### src/sv/ssm_pkg.sv
`default_nettype none
package ssm_pkg;

   localparam int SIDE_DEPTH_DEF = 16;
   localparam int VALUE_W        = 32;
   localparam int QUEUE_DEPTH    = 2;
   localparam int QPTR_W         = $clog2(QUEUE_DEPTH);
   localparam int QCNT_W         = $clog2(QUEUE_DEPTH + 1);

   localparam logic SIDE_A = 1'b0;
   localparam logic SIDE_B = 1'b1;

   // one accepted, useful input beat as seen by the back end
   typedef struct packed {
      logic                      side;
      logic signed [VALUE_W-1:0] value;
      logic                      carries;
      logic                      ends;
   } cmd_type;

   // queue head presented to the back end
   typedef struct packed {
      logic    valid;
      cmd_type cmd;
   } cmd_chan_type;

   typedef enum logic [2:0] {
      B_IDLE = 3'b001,
      B_READ = 3'b010,
      B_PICK = 3'b100
   } back_state_type;

endpackage
`default_nettype wire

### src/sv/ssm_ram.sv
`default_nettype none
module ssm_ram #(
   parameter int WIDTH = 32,
   parameter int DEPTH = 16,
   localparam int ADDR_W = $clog2(DEPTH)
) (
   input  wire logic              clock,
   input  wire logic              wr_en,
   input  wire logic [ADDR_W-1:0] wr_addr,
   input  wire logic [WIDTH-1:0]  wr_data,
   input  wire logic [ADDR_W-1:0] rd_addr,
   output logic      [WIDTH-1:0]  rd_data
);

   logic [WIDTH-1:0] mem [DEPTH];

   always_ff @(posedge clock) begin
      if (wr_en) begin
         mem[wr_addr] <= wr_data;
      end
      rd_data <= mem[rd_addr];
   end

endmodule
`default_nettype wire

### src/sv/ssm_front.sv
`default_nettype none
module ssm_front
   import ssm_pkg::*;
(
   input  wire logic               clock,
   input  wire logic               reset,
   input  wire logic               req_valid,
   output logic                    req_stall,
   input  wire logic               req_side,
   input  wire logic signed [31:0] req_value,
   input  wire logic               req_carries_value,
   input  wire logic               req_end_of_side,
   input  wire logic               q_full,
   output logic                    q_push,
   output cmd_type                 q_cmd
);

   logic [1:0] ended_ff, ended_in;
   logic [1:0] ended_next;
   logic       accept;
   logic       useful;

   assign req_stall = q_full;
   assign accept    = req_valid && !q_full;
   // drop beats for an ended side and beats that carry nothing
   assign useful    = !ended_ff[req_side] && (req_carries_value || req_end_of_side);
   assign q_push    = accept && useful;

   assign q_cmd.side    = req_side;
   assign q_cmd.value   = req_value;
   assign q_cmd.carries = req_carries_value;
   assign q_cmd.ends    = req_end_of_side;

   always_comb begin
      ended_next = ended_ff;
      ended_next[req_side] = 1'b1;
      ended_in = ended_ff;
      if (q_push && req_end_of_side) begin
         // both sides ended: the back end finishes this merge, start fresh
         ended_in = (&ended_next) ? 2'b00 : ended_next;
      end
   end

   always_ff @(posedge clock) begin
      if (reset) begin
         ended_ff <= 2'b00;
      end else begin
         ended_ff <= ended_in;
      end
   end

endmodule
`default_nettype wire

### src/sv/ssm_queue.sv
`default_nettype none
module ssm_queue
   import ssm_pkg::*;
(
   input  wire logic    clock,
   input  wire logic    reset,
   input  wire logic    push,
   input  wire cmd_type wr_cmd,
   output logic         full,
   input  wire logic    pop,
   output cmd_chan_type head
);

   cmd_type           mem_ff [QUEUE_DEPTH];
   logic [QPTR_W-1:0] wr_ptr_ff, wr_ptr_in;
   logic [QPTR_W-1:0] rd_ptr_ff, rd_ptr_in;
   logic [QCNT_W-1:0] count_ff, count_in;
   logic              do_push;
   logic              do_pop;

   function automatic logic [QPTR_W-1:0] qinc(input logic [QPTR_W-1:0] p);
      if (p == QPTR_W'(QUEUE_DEPTH - 1)) begin
         return '0;
      end
      return p + QPTR_W'(1);
   endfunction

   assign full       = (count_ff == QCNT_W'(QUEUE_DEPTH));
   assign head.valid = (count_ff != '0);
   assign head.cmd   = mem_ff[rd_ptr_ff];
   assign do_push    = push && !full;
   assign do_pop     = pop && head.valid;

   always_comb begin
      wr_ptr_in = do_push ? qinc(wr_ptr_ff) : wr_ptr_ff;
      rd_ptr_in = do_pop ? qinc(rd_ptr_ff) : rd_ptr_ff;
      count_in  = count_ff;
      if (do_push && !do_pop) begin
         count_in = count_ff + QCNT_W'(1);
      end else if (do_pop && !do_push) begin
         count_in = count_ff - QCNT_W'(1);
      end
   end

   always_ff @(posedge clock) begin
      if (do_push) begin
         mem_ff[wr_ptr_ff] <= wr_cmd;
      end
      if (reset) begin
         wr_ptr_ff <= '0;
         rd_ptr_ff <= '0;
         count_ff  <= '0;
      end else begin
         wr_ptr_ff <= wr_ptr_in;
         rd_ptr_ff <= rd_ptr_in;
         count_ff  <= count_in;
      end
   end

endmodule
`default_nettype wire

### src/sv/ssm_back.sv
`default_nettype none
module ssm_back
   import ssm_pkg::*;
#(
   parameter int SIDE_DEPTH = SIDE_DEPTH_DEF
) (
   input  wire logic          clock,
   input  wire logic          reset,
   input  wire cmd_chan_type  head,
   output logic               q_pop,
   output logic               rsp_valid,
   input  wire logic          rsp_stall,
   output logic signed [31:0] rsp_merged_value,
   output logic               rsp_has_value,
   output logic               rsp_from_side,
   output logic               rsp_last,
   output logic               rsp_overflow
);

   localparam int PTR_W = $clog2(SIDE_DEPTH);
   localparam int CNT_W = $clog2(SIDE_DEPTH + 1);

   back_state_type             state_ff, state_in;
   logic [1:0][CNT_W-1:0]      cnt_ff, cnt_in;
   logic [1:0][PTR_W-1:0]      wr_ptr_ff, wr_ptr_in;
   logic [1:0][PTR_W-1:0]      rd_ptr_ff, rd_ptr_in;
   logic [1:0]                 ended_ff, ended_in;
   logic [1:0]                 wr_en;
   logic signed [VALUE_W-1:0]  head_a;
   logic signed [VALUE_W-1:0]  head_b;

   logic                       rsp_valid_ff, rsp_valid_in;
   logic signed [VALUE_W-1:0]  value_ff, value_in;
   logic                       has_value_ff, has_value_in;
   logic                       from_side_ff, from_side_in;
   logic                       last_ff, last_in;
   logic                       overflow_ff, overflow_in;
   logic                       load;
   logic                       out_free;

   logic                       pick_valid;
   logic                       pick;
   logic                       final_pick;
   logic [CNT_W:0]             cnt_sum;

   function automatic logic [PTR_W-1:0] pinc(input logic [PTR_W-1:0] p);
      if (p == PTR_W'(SIDE_DEPTH - 1)) begin
         return '0;
      end
      return p + PTR_W'(1);
   endfunction

   ssm_ram #(.WIDTH(VALUE_W), .DEPTH(SIDE_DEPTH)) u_ram_a (
      .clock   (clock),
      .wr_en   (wr_en[SIDE_A]),
      .wr_addr (wr_ptr_ff[SIDE_A]),
      .wr_data (head.cmd.value),
      .rd_addr (rd_ptr_ff[SIDE_A]),
      .rd_data (head_a)
   );

   ssm_ram #(.WIDTH(VALUE_W), .DEPTH(SIDE_DEPTH)) u_ram_b (
      .clock   (clock),
      .wr_en   (wr_en[SIDE_B]),
      .wr_addr (wr_ptr_ff[SIDE_B]),
      .wr_data (head.cmd.value),
      .rd_addr (rd_ptr_ff[SIDE_B]),
      .rd_data (head_b)
   );

   assign out_free = !rsp_valid_ff || !rsp_stall;
   assign cnt_sum  = {1'b0, cnt_ff[SIDE_A]} + {1'b0, cnt_ff[SIDE_B]};

   // pick the smaller head; ties go to A; an empty open side blocks
   always_comb begin
      pick_valid = 1'b1;
      pick       = SIDE_A;
      if (cnt_ff[SIDE_A] != '0 && cnt_ff[SIDE_B] != '0) begin
         pick = (head_a <= head_b) ? SIDE_A : SIDE_B;
      end else if (cnt_ff[SIDE_A] != '0 && ended_ff[SIDE_B]) begin
         pick = SIDE_A;
      end else if (cnt_ff[SIDE_B] != '0 && ended_ff[SIDE_A]) begin
         pick = SIDE_B;
      end else begin
         pick_valid = 1'b0;
      end
      final_pick = (&ended_ff) && (cnt_sum == (CNT_W + 1)'(1));
   end

   always_comb begin
      state_in     = state_ff;
      cnt_in       = cnt_ff;
      wr_ptr_in    = wr_ptr_ff;
      rd_ptr_in    = rd_ptr_ff;
      ended_in     = ended_ff;
      wr_en        = 2'b00;
      q_pop        = 1'b0;
      load         = 1'b0;
      value_in     = '0;
      has_value_in = 1'b0;
      from_side_in = SIDE_A;
      last_in      = 1'b0;
      overflow_in  = 1'b0;
      unique case (state_ff)
         B_IDLE: begin
            if (head.valid && out_free) begin
               q_pop = 1'b1;
               if (head.cmd.carries) begin
                  if (cnt_ff[head.cmd.side] == CNT_W'(SIDE_DEPTH)) begin
                     // side full: drop the value, flag it
                     load         = 1'b1;
                     from_side_in = head.cmd.side;
                     overflow_in  = 1'b1;
                  end else begin
                     wr_en[head.cmd.side]     = 1'b1;
                     cnt_in[head.cmd.side]    = cnt_ff[head.cmd.side] + CNT_W'(1);
                     wr_ptr_in[head.cmd.side] = pinc(wr_ptr_ff[head.cmd.side]);
                  end
               end
               if (head.cmd.ends) begin
                  ended_in[head.cmd.side] = 1'b1;
               end
               state_in = B_READ;
            end
         end
         B_READ: begin
            // wait for the registered head reads
            state_in = B_PICK;
         end
         B_PICK: begin
            if (pick_valid) begin
               if (out_free) begin
                  load              = 1'b1;
                  value_in          = (pick == SIDE_B) ? head_b : head_a;
                  has_value_in      = 1'b1;
                  from_side_in      = pick;
                  last_in           = final_pick;
                  cnt_in[pick]      = cnt_ff[pick] - CNT_W'(1);
                  rd_ptr_in[pick]   = pinc(rd_ptr_ff[pick]);
                  if (final_pick) begin
                     ended_in = 2'b00;
                     state_in = B_IDLE;
                  end else begin
                     state_in = B_READ;
                  end
               end
            end else if (&ended_ff) begin
               // both ended, nothing left: valueless last
               if (out_free) begin
                  load     = 1'b1;
                  last_in  = 1'b1;
                  ended_in = 2'b00;
                  state_in = B_IDLE;
               end
            end else begin
               state_in = B_IDLE;
            end
         end
         default: begin
            state_in = B_IDLE;
         end
      endcase
      rsp_valid_in = out_free ? load : rsp_valid_ff;
   end

   always_ff @(posedge clock) begin
      if (load) begin
         value_ff     <= value_in;
         has_value_ff <= has_value_in;
         from_side_ff <= from_side_in;
         last_ff      <= last_in;
         overflow_ff  <= overflow_in;
      end
      if (reset) begin
         state_ff     <= B_IDLE;
         cnt_ff       <= '0;
         wr_ptr_ff    <= '0;
         rd_ptr_ff    <= '0;
         ended_ff     <= 2'b00;
         rsp_valid_ff <= 1'b0;
      end else begin
         state_ff     <= state_in;
         cnt_ff       <= cnt_in;
         wr_ptr_ff    <= wr_ptr_in;
         rd_ptr_ff    <= rd_ptr_in;
         ended_ff     <= ended_in;
         rsp_valid_ff <= rsp_valid_in;
      end
   end

   assign rsp_valid        = rsp_valid_ff;
   assign rsp_merged_value = value_ff;
   assign rsp_has_value    = has_value_ff;
   assign rsp_from_side    = from_side_ff;
   assign rsp_last         = last_ff;
   assign rsp_overflow     = overflow_ff;

`ifndef NO_ASSERTIONS
   a_cnt_bound: assert property (@(posedge clock) disable iff (reset)
      cnt_ff[SIDE_A] <= CNT_W'(SIDE_DEPTH) && cnt_ff[SIDE_B] <= CNT_W'(SIDE_DEPTH))
      else $error("side count beyond depth");

   a_empty_is_last: assert property (@(posedge clock) disable iff (reset)
      rsp_valid_ff && !has_value_ff && !overflow_ff |-> last_ff)
      else $error("valueless beat without last");

   a_last_clears: assert property (@(posedge clock) disable iff (reset)
      load && last_in |=> ended_ff == 2'b00 && state_ff == B_IDLE)
      else $error("merge not restarted after last");
`endif

endmodule
`default_nettype wire

### src/sv/sorted_stream_merge_unit.sv
// Path: an accepted beat reaches rsp_valid at the earliest through the queue, the RAM write,
//   the registered head read and the output register.
// Flow: the back end pops the next queued beat only from idle, after emitting every element
//   it can pick; req_stall rises once the 2-entry queue is full.
// Reset: synchronous, active high; clears counts, ended flags, queue and rsp_valid;
//   side RAM contents are left as is and are read only after being written.
`default_nettype none
module sorted_stream_merge_unit
   import ssm_pkg::*;
#(
   parameter int SIDE_DEPTH = SIDE_DEPTH_DEF
) (
   input  wire logic               clock,
   input  wire logic               reset,
   // input beats
   input  wire logic               req_valid,
   output logic                    req_stall,
   input  wire logic               req_side,
   input  wire logic signed [31:0] req_value,
   input  wire logic               req_carries_value,
   input  wire logic               req_end_of_side,
   // result beats
   output logic                    rsp_valid,
   input  wire logic               rsp_stall,
   output logic signed [31:0]      rsp_merged_value,
   output logic                    rsp_has_value,
   output logic                    rsp_from_side,
   output logic                    rsp_last,
   output logic                    rsp_overflow
);

   // front -> queue
   logic         q_push;
   logic         q_full;
   cmd_type      q_cmd;
   // queue -> back
   cmd_chan_type q_head;
   logic         q_pop;

   // Front: accept beats, drop those for an ended side or carrying nothing,
   // and track the ended flags so a new merge starts right after both end.
   ssm_front u_front (
      .clock             (clock),
      .reset             (reset),
      .req_valid         (req_valid),
      .req_stall         (req_stall),
      .req_side          (req_side),
      .req_value         (req_value),
      .req_carries_value (req_carries_value),
      .req_end_of_side   (req_end_of_side),
      .q_full            (q_full),
      .q_push            (q_push),
      .q_cmd             (q_cmd)
   );

   // Short command queue: hold classified beats while the back end drains.
   ssm_queue u_queue (
      .clock  (clock),
      .reset  (reset),
      .push   (q_push),
      .wr_cmd (q_cmd),
      .full   (q_full),
      .pop    (q_pop),
      .head   (q_head)
   );

   // Back: push into the side RAMs, flag overflow, merge heads and emit
   // through the output register, marking the final beat of each merge.
   ssm_back #(.SIDE_DEPTH(SIDE_DEPTH)) u_back (
      .clock            (clock),
      .reset            (reset),
      .head             (q_head),
      .q_pop            (q_pop),
      .rsp_valid        (rsp_valid),
      .rsp_stall        (rsp_stall),
      .rsp_merged_value (rsp_merged_value),
      .rsp_has_value    (rsp_has_value),
      .rsp_from_side    (rsp_from_side),
      .rsp_last         (rsp_last),
      .rsp_overflow     (rsp_overflow)
   );

endmodule
`default_nettype wire
### config.mk
export PLATFORM = sky130hd
export DESIGN_NAME = sorted_stream_merge_unit
export DESIGN_NICKNAME = d
export VERILOG_FILES = /design/src/sv/ssm_pkg.sv /design/src/sv/ssm_ram.sv /design/src/sv/ssm_front.sv /design/src/sv/ssm_queue.sv /design/src/sv/ssm_back.sv /design/src/sv/sorted_stream_merge_unit.sv
export SDC_FILE = /design/constraint.sdc
export NUM_CORES = 1
export LEC_CHECK = 0
export ABC_AREA = 1
export BUFFER_PORTS_ARGS = -buffer_cell sky130_fd_sc_hd__buf_2
export CAP_MARGIN = 5
export CORE_ASPECT_RATIO = 1.75
export CORE_MARGIN = 10
export CORE_UTILIZATION = 62
export DETAILED_ROUTE_END_ITERATION = 6
export PLACE_DENSITY = 0.79
export RECOVER_POWER = 100
export SYNTH_ARGS = -nofsm -noshare
export SYNTH_HDL_FRONTEND = slang
export SYNTH_SLANG_ARGS = --single-unit
### constraint.sdc
create_clock -name clock -period 5.5 [get_ports clock]
set_clock_uncertainty 0.05 [all_clocks]
set_input_delay 0.275 -clock clock [delete_from_list [all_inputs] [get_ports clock]]
set_output_delay 0.275 -clock clock [all_outputs]
set_load 0.02 [all_outputs]
-- Yosys cells after proc, flatten, opt, wreduce, memory -nomap -nowiden
Memory sizes are Yosys's and may differ from the RTL's. A register that Yosys moved wholly into a read port is not among the register bits.
Index checks and enable logic that the tools add are counted.
- $add $sub $neg: 9
- $lt $le $gt $ge: 7
- equal/unequal tests: 18
- mux-type cells: 112
- bitwise gates (word level): 3
- reductions and logical operators: 37
- operator list (kind ; count):
    $mux W4 ; 17
    $mux W10 ; 5
    $mux W1 ; 48
    $le A32 B32 Y1 ; 1
    $mux W32 ; 1
    $mux W2 ; 15
    $mux W5 ; 6
    $bwmux W10 ; 2
    $pmux W10 S2 ; 1
    $bwmux W8 ; 2
    $logic_and A1 B1 Y1 ; 16
    $mux W3 ; 5
    $reduce_and A6 Y1 ; 2
    $demux W5 S1 ; 2
    $reduce_bool A5 Y1 ; 2
    $pmux W3 S3 ; 1
    $add A4 B1 Y4 const B ; 2
    $demux W4 S1 ; 2
    $eq A4 B4 Y1 const B ; 2
    $add A5 B5 Y6 ; 1
    $eq A6 B1 Y1 const B ; 1
    $logic_not A1 Y1 ; 6
    $lt A1 B2 Y1 const B ; 3
    $ne A2 B1 Y1 const B ; 3
    25 further kinds ; 40
- register bits after elaboration: 74
- bits in writable memories: 1094
- output and inout bits: 38
- word-level logic and storage cells: 207
- memories: 3
- memories (memory ; words ; width ; rd ports ; clocked after Yosys merged registers in ; wr ports ; line ; source):
    u_back.u_ram_a.mem ; 16 ; 32 ; 1 ; 1 ; 1 ; ssm_ram.sv:15 ; logic [WIDTH-1:0] mem [DEPTH];
    u_back.u_ram_b.mem ; 16 ; 32 ; 1 ; 1 ; 1 ; ssm_ram.sv:15 ;
    u_queue.mem_ff ; 2 ; 35 ; 1 ; 1 ; 1 ; ssm_queue.sv:14 ; cmd_type mem_ff [QUEUE_DEPTH];

-- Longest topological paths before layout
Gate-level depths: netlist of the first run.
- depth after elaboration: 17
- depth in mapped cells: 25
- depth with buffers taken out: 24

-- By module
A second synthesis of the first run with hierarchy kept.
- cell total of the unflattened synthesis: 5011
- area, all modules: 53241.1 µm²
- modules (own cells, without submodules) (module ; instances ; cells each ; area an instance (µm²) ; sequential area each (µm²)):
    ssm_ram ; 2 ; 2120 ; 22730.6 ; 16015.4
    ssm_back ; 1 ; 562 ; 4431.8 ; 1721.7
    ssm_queue ; 1 ; 146 ; 2924.1 ; 2202.1
    ssm_front ; 1 ; 63 ; 424.2 ; 40.0

-- Worst setup path before layout of the first run
No wires, ideal clock.
- path type: register -> register
- from: reg with a tool-made name
- to: mem u_back.u_ram_a.mem[12][0], enable pin
- library setup time: 461 ps
- arrival time: 4013 ps
- required time: 4989 ps
- setup slack: 976 ps
- cell stages (with the launch flop): 16
- buffers on the path: 2
- period minus slack after synthesis: 4524 ps
- path through: dfxtp_1 > buf_6 > or2_4 > nand2_4 > buf_6 > nand2_1 > o21ai_0 > inv_1 > ha_1 > nand3_2 > nand2_2 > nor2_2 > inv_2 > nor2_2 > inv_2 > nor3_1
- RTL lines (what ; line):
    end, declared ; ssm_ram.sv:15

==> flow_summary.json, run 1 <==
{
  "status": "complete, but fails checks",
  "violations": "capacitance limit, slew limit",
  "ys_ff_latch": 1233,
  "pwr_density_cell_nw_per_um2": 415,
  "clk_latency_ns": 0.71,
  "crit_slowest_cell": "clkbuf_1",
  "crit_required_ns": 5.98,
  "grt_usage_pct": 26.2,
  "synth_fa_ha_area_share_pct": 1.16,
  "fin_crit_sh_pct": 85.8,
  "synthCells": 3499,
  "die-area_um2": 89500,
  "synth.area.mux_share_pct": 2.15,
  "critical_path.max_stage_delay_ns": 2.71,
  "cp.arrival_ns": 5.20,
  "port_buffers": 76,
  "fin_tns_setup_ns": 0,
  "core_um2": 77200,
  "drt_iter0_drc": 3859,
  "drc_errors": 0,
  "gp_congestion": 0.857,
  "nets": 3638,
  "crit_buf_inv": 1,
  "dp_hpwl_um": 69200,
  "final_common_cell": "edfxtp_1",
  "synth-simple-area-share_pct": 8.11,
  "whs_endpoint": "u_queue.wr_ptr_ff$_SDFFE_PP0P_",
  "grt_pass1_vias": 29360,
  "end_kind": "flip-flop",
  "grt_max_degree": 191,
  "timing.fmax_mhz": 212,
  "nFillCells": 5070,
  "cts-root-buf": "clkbuf_16",
  "cts_resized": 0,
  "period_needed_ns": 4.72,
  "synth_area_per_cell_um2": 13.7,
  "worstPathMaxFanout": 73,
  "ys_seq_area_share_pct": 74.9,
  "grt_pass1_wl_um": 178000,
  "clkSinkCount": 1233,
  "finalPower_uw": 22000,
  "antenna_found_initial": 1,
  "die_w_um": 230,
  "tightest_slew_ns": 3.86,
  "drv_cap": 14,
  "crit_type": "reg2reg",
  "hold_violations": 0,
  "routed_wl_um": 119000,
  "grt-ovfl-total": 0,
  "diodes": 0,
  "layout_common_cells": "1130 x edfxtp_1, 474 x nor2_1, 443 x o21ai_0, 301 x nand2_1, 212 x o221ai_1",
  "wl_per_cell_um": 25.6,
  "synth_xor_area_share_pct": 0.109,
  "min_from": "req_valid",
  "crit_cells": 4,
  "p_leak_uw": 0.0173,
  "synth_top_family_by_area": "compound AO/OA/AOI/OAI gates",
  "via_per_inst": 6.43,
  "area_delta_synth_final_pct": 10.3,
  "vias": 30010,
  "maxSlewHeadroom_pct": -158,
  "hold-path-cell-count": 6,
  "crit_family": "buffers and inverters",
  "clk_pin_slew_ns": 0.07,
  "ys_types": 44,
  "layout-drive-gt1-share_pct": 7.99,
  "cp_cell_sequence": "clkbuf_1 > o221ai_1 > o211ai_1 > nand2_1",
  "synth_area_um2": 48100,
  "rrSetupSlack_ns": 0.78,
  "cts_tree": "done",
  "rr_worst_depth": 4,
  "r2r-end": "u_back.u_ram_b.rd_data[5]$_DFF_P_",
  "cts_made_buffers": 98,
  "startpoint_type": "flip-flop",
  "r2r_start": "u_back.rd_ptr_ff[6]$_SDFFE_PP0P_",
  "num_rows": 135,
  "finalMaxSlewViolations": 581,
  "htreeDepth": 3,
  "firstDrtPassIters": 7,
  "setup_viol": 0,
  "ir_worst_vdd_v": 0.000456,
  "ant_nets": 0,
  "hold_class": "in2reg",
  "ios": 77,
  "synth_nets": 3582,
  "start_util_pct": 62.3,
  "synth_compound_area_share_pct": 10.9,
  "die_y_um": 388,
  "ys_warn_count": 0,
  "cts.path.max_buffers": 3,
  "rsz0062_at_grt": "false"
}
==> metal layers <==
metal / part of all wire, % / global-route usage, % / up-vias
met2: 51 / 45.2 / 1632
met3: 8.8 / 4.27 / 330
met4: 5.1 / 13.4 / 2
li1: - / - / 13242
met1: 35 / 31.4 / 14804
met5: 0.011 / 0 / -
==> repair_timing <==
| action | in CTS | in global routing |
|---|---|---|
| setup endpoints to repair | 0 | 0 |
| setup buffers | 0 | 0 |
| hold buffers | 38 | 0 |
| endpoints found under the hold margin | 78 | 0 |
==> flip-flops by register name, summed over array words and instances, names as in the netlist, 2 cells and up, named ones only <==
register	flops
u_back.u_ram_a.mem	512
u_back.u_ram_b.mem	512
u_queue.mem_ff	70
u_back.rsp_merged_value	32
u_back.u_ram_a.rd_data	32
u_back.u_ram_b.rd_data	32
u_back.cnt_ff	10
u_back.rd_ptr_ff	8
u_back.wr_ptr_ff	8
u_back.state_ff	3
u_back.ended_ff	2
u_front.ended_ff	2
u_queue.count_ff	2
==> synth_stat cells, drive strengths merged <==
library cell | count | area share, %
nor2 | 503 | 4.0
a221oi | 1 | 0.055
buf | 32 | 0.35
o221ai | 212 | 3.9
mux2i | 103 | 2.1
nand4 | 6 | 0.078
clkinv | 6 | 0.052
inv | 100 | 0.78
o211ai | 44 | 0.69
a21oi | 56 | 0.58
xnor2 | 3 | 0.055
nand3 | 118 | 1.3
nand3b | 2 | 0.031
a211o | 1 | 0.018
nand2 | 302 | 2.4
dfxtp | 103 | 4.3
fa | 1 | 0.042
o21ai | 467 | 4.9
o21a | 3 | 0.047
o22ai | 23 | 0.30
a211oi | 2 | 0.031
o32ai | 24 | 0.44
a21o | 1 | 0.016
xor2 | 3 | 0.055
nor3 | 19 | 0.27
and3 | 1 | 0.013
or2 | 1 | 0.018
ha | 43 | 1.1
edfxtp | 1130 | 71
clkbuf | 189 | 1.5
==> layout make-up <==
| class | count | area, µm² | share of cell area [%] |
|---|---|---|---|
| repair buffers | 177 | 1170 | 2.21 |
| well taps | 1027 | 1280 | 2.42 |
| flip-flops and latches | 1233 | 36000 | 67.9 |
| clock buffers | 132 | 2810 | 5.30 |
| multi-input cells | 1939 | 10900 | 20.6 |
| clock inverters | 54 | 394 | 0.744 |
| inverters | 106 | 409 | 0.772 |
==> where the power goes <==
part           internal (µW)  switching [µW]  leakage, µW
registers              11700             188       0.0111
clock network           3750            3250      0.00157
logic                    610            2530      0.00457
==> stage by stage <==
stage	hold slack [ns]	util (%)	std cells	area [µm²]	setup slack, ns
floorplan	0.294	-	3499	48100	0.976
global placement	0.400	64.3	4441	49700	1.45
detailed placement	0.413	64.3	4441	49700	1.38
CTS	0.202	69.0	4665	53200	1.38
global route	0.230	68.7	4668	53000	0.580
finish	0.209	68.7	4668	53000	0.778
==> kinds of logic after synthesis <==
logic type | count (synthesis)
DFF | 1233
xor gates and xnor gates | 6
buffers and inverters | 327
and+or+nand+nor | 952
muxes | 103
adders and majority gates | 44
AOI/OAI and AO/OA | 834
==> worst max path at each step <==
stage,from,end
3_3_place_gp,u_queue.mem_ff[0][34]$_DFFE_PP_,u_back.u_ram_a.mem[7][10]$_DFFE_PP_
3_5_place_dp,u_queue.mem_ff[0][34]$_DFFE_PP_,u_back.u_ram_a.mem[10][3]$_DFFE_PP_
4_1_cts,u_queue.mem_ff[0][34]$_DFFE_PP_,u_back.u_ram_a.mem[7][9]$_DFFE_PP_
5_1_grt,u_queue.mem_ff[0][34]$_DFFE_PP_,u_back.u_ram_b.mem[8][4]$_DFFE_PP_
2_1_floorplan,flip-flop,u_back.u_ram_a.mem[12][0]$_DFFE_PP_
6_report,u_back.rd_ptr_ff[6]$_SDFFE_PP0P_,u_back.u_ram_b.rd_data[5]$_DFF_P_
==> tightest hold or removal path, stage by stage <==
cell and delay (ns):
buf_2 0.10, inv_1 0.05, nor2_1 0.05, o211ai_1 0.21
nor2_4 0.05, nor3_1 0.15
Power figures use the tool's default switching activity.
==> run 2, diff against run 1 <==
--- a/config.mk
+++ b/config.mk
@@ -12,7 +12,7 @@
 export CORE_MARGIN = 10
 export CORE_UTILIZATION = 62
 export DETAILED_ROUTE_END_ITERATION = 6
-export PLACE_DENSITY = 0.79
+export PLACE_DENSITY = 0.81
 export RECOVER_POWER = 100
 export SYNTH_ARGS = -nofsm -noshare
 export SYNTH_HDL_FRONTEND = slang
==> flow_summary.json, run 2 (same netlist as run 1, synthesis figures left out) <==
{
  "post_cts_buffers": 0,
  "wl_per_cell_um": 25.4,
  "violations": "DRC, capacitance limit, slew limit",
  "via_per_inst": 6.45,
  "drc_errors": 6,
  "num_rows": 135,
  "grt_usage_pct": 26.0,
  "grt_pass1_wl_um": 177000,
  "finalMaxSlewViolations": 1053,
  "internal-power_uw": 16400,
  "grt_pass1_vias": 29601,
  "pwr-share-comb_pct": 14.1,
  "cts_tree": "done",
  "status": "complete, but fails checks",
  "min_from": "req_valid",
  "end_kind": "flip-flop",
  "drt_iter0_drc": 3941,
  "clkSinkCount": 1233,
  "fin_tns_setup_ns": 0,
  "timing.fmax_mhz": 209,
  "utilization_pct": 68.7,
  "rsz0062_at_grt": "false",
  "final_cell_area_um2": 53100,
  "ir_worst_vdd_v": 0.000414,
  "firstDrtPassIters": 7,
  "crit_type": "reg2reg",
  "hold_violations": 0,
  "grt_max_degree": 155,
  "die-area_um2": 89500,
  "worstPathMaxFanout": 35,
  "layout-drive-gt1-share_pct": 7.63,
  "port_buffers": 76,
  "core_um2": 77200,
  "clk_pin_slew_ns": 0.07,
  "die_y_um": 388,
  "setup_viol": 0,
  "nets": 3634,
  "r2r-end": "u_back.u_ram_b.mem[11][25]$_DFFE_PP_",
  "ant_nets": 0,
  "dpl_cell_area_um2": 49700,
  "dp_hpwl_um": 69100,
  "startpoint_type": "flip-flop",
  "power_frac_clock_pct": 32.7,
  "gp_congestion": 0.884,
  "diodes": 0,
  "pwr_density_cell_nw_per_um2": 420,
  "layout_common_cells": "1130 x edfxtp_1, 473 x nor2_1, 446 x o21ai_0, 301 x nand2_1, 212 x o221ai_1",
  "cts-root-buf": "clkbuf_16",
  "grt-ovfl-total": 0,
  "routed_wl_um": 118000,
  "cp.arrival_ns": 5.12,
  "cts_resized": 0,
  "hold_class": "in2reg",
  "antenna_found_initial": 4,
  "cts.path.max_buffers": 3,
  "drv_cap": 25,
  "finalPower_uw": 22300,
  "whs_endpoint": "u_queue.wr_ptr_ff$_SDFFE_PP0P_",
  "tightest_slew_ns": 3.33,
  "switchingPower_uw": 5900,
  "maxSlewHeadroom_pct": -123,
  "seq_power_share_pct": 53.3,
  "hold-path-cell-count": 7,
  "rrSetupSlack_ns": 0.71,
  "htreeDepth": 3,
  "crit_required_ns": 5.83,
  "area_delta_synth_final_pct": 10.4,
  "period_needed_ns": 4.79,
  "clk_latency_ns": 0.69,
  "rr_worst_depth": 8,
  "final_common_cell": "edfxtp_1",
  "p_leak_uw": 0.0172,
  "fin_crit_sh_pct": 87.0,
  "die_w_um": 230,
  "ios": 77,
  "reg.largest.list": "u_back.u_ram_a.mem: 512 flops, u_back.u_ram_b.mem: 512 flops, u_queue.mem_ff: 70 flops",
  "nFillCells": 4994,
  "ctsHoldBuffers": 38,
  "swShare_pct": 26.5,
  "vias": 30065,
  "start_util_pct": 62.3,
  "cts_made_buffers": 97
}
[run 2: cell count changes in the layout (fill, tap and decap cells not counted), sizes merged]
cell / previous run / this run
buf: 58 / 44
bufinv: 3 / 13
clkinv: 45 / 39
clkbuf: 213 / 217
clkinvlp: 11 / 9
inv: 101 / 100
[run 2: layer usage]
layer,global-route usage [%],share of wire [%],up-vias
li1,-,-,13235
met1,30.4,34,14740
met2,46.0,52,1725
met3,3.87,8.7,363
met4,13.2,5.0,2
met5,0,0.015,-
[run 2: critical path, cell delays in order, from the launching register on]
cell      delay, ns
dfxtp_1        0.35
clkbuf_1       1.31
nand2_1        0.11
nand2_1        0.17
nand2_2        0.08
nor2_2         0.23
nand3_1        0.33
nor2_2         1.48
buf_4          0.38
[run 2: power groups by stage]
stage	sequential (µW)	combinational, µW	clock [µW]
final	11900	3130	7280
after floorplan	11900	1900	0
after CTS	11800	3150	7310
after detailed placement	12000	3100	0
after global placement	12000	3030	0
after global routing	11900	3380	7640
[run 2: final cells by class]
cell class	instances	area, µm²	share of cell area [%]
timing repair buffer	174	1120	2.12
clock buffer	125	2690	5.06
sequential	1233	36000	67.9
multi-input combinational	1939	10900	20.5
clock inverter	55	643	1.21
tap	1027	1280	2.42
inverter	106	407	0.766
[run 2: worst max path at each step]
stage,startpoint,endpoint,slack (ns)
2_1_floorplan,flip-flop,u_back.u_ram_a.mem[12][0]$_DFFE_PP_,0.98
3_3_place_gp,u_queue.mem_ff[0][34]$_DFFE_PP_,u_back.u_ram_a.mem[15][21]$_DFFE_PP_,1.45
3_5_place_dp,u_queue.mem_ff[0][34]$_DFFE_PP_,u_back.u_ram_a.mem[15][23]$_DFFE_PP_,1.35
4_1_cts,u_queue.mem_ff[0][34]$_DFFE_PP_,u_back.u_ram_a.mem[15][22]$_DFFE_PP_,1.30
5_1_grt,u_back.u_ram_b.rd_data[15]$_DFF_P_,u_back.rd_ptr_ff[0]$_SDFFE_PP0P_,0.54
6_report,flip-flop,u_back.u_ram_b.mem[11][25]$_DFFE_PP_,0.71
[run 2: through the flow]
stage	std cells	hold WS, ns	setup WS, ns
after floorplan	3499	0.294	0.976
after global placement	4438	0.403	1.45
after detailed placement	4438	0.416	1.35
after CTS	4656	0.225	1.30
after global routing	4659	0.212	0.540
final	4659	0.166	0.713
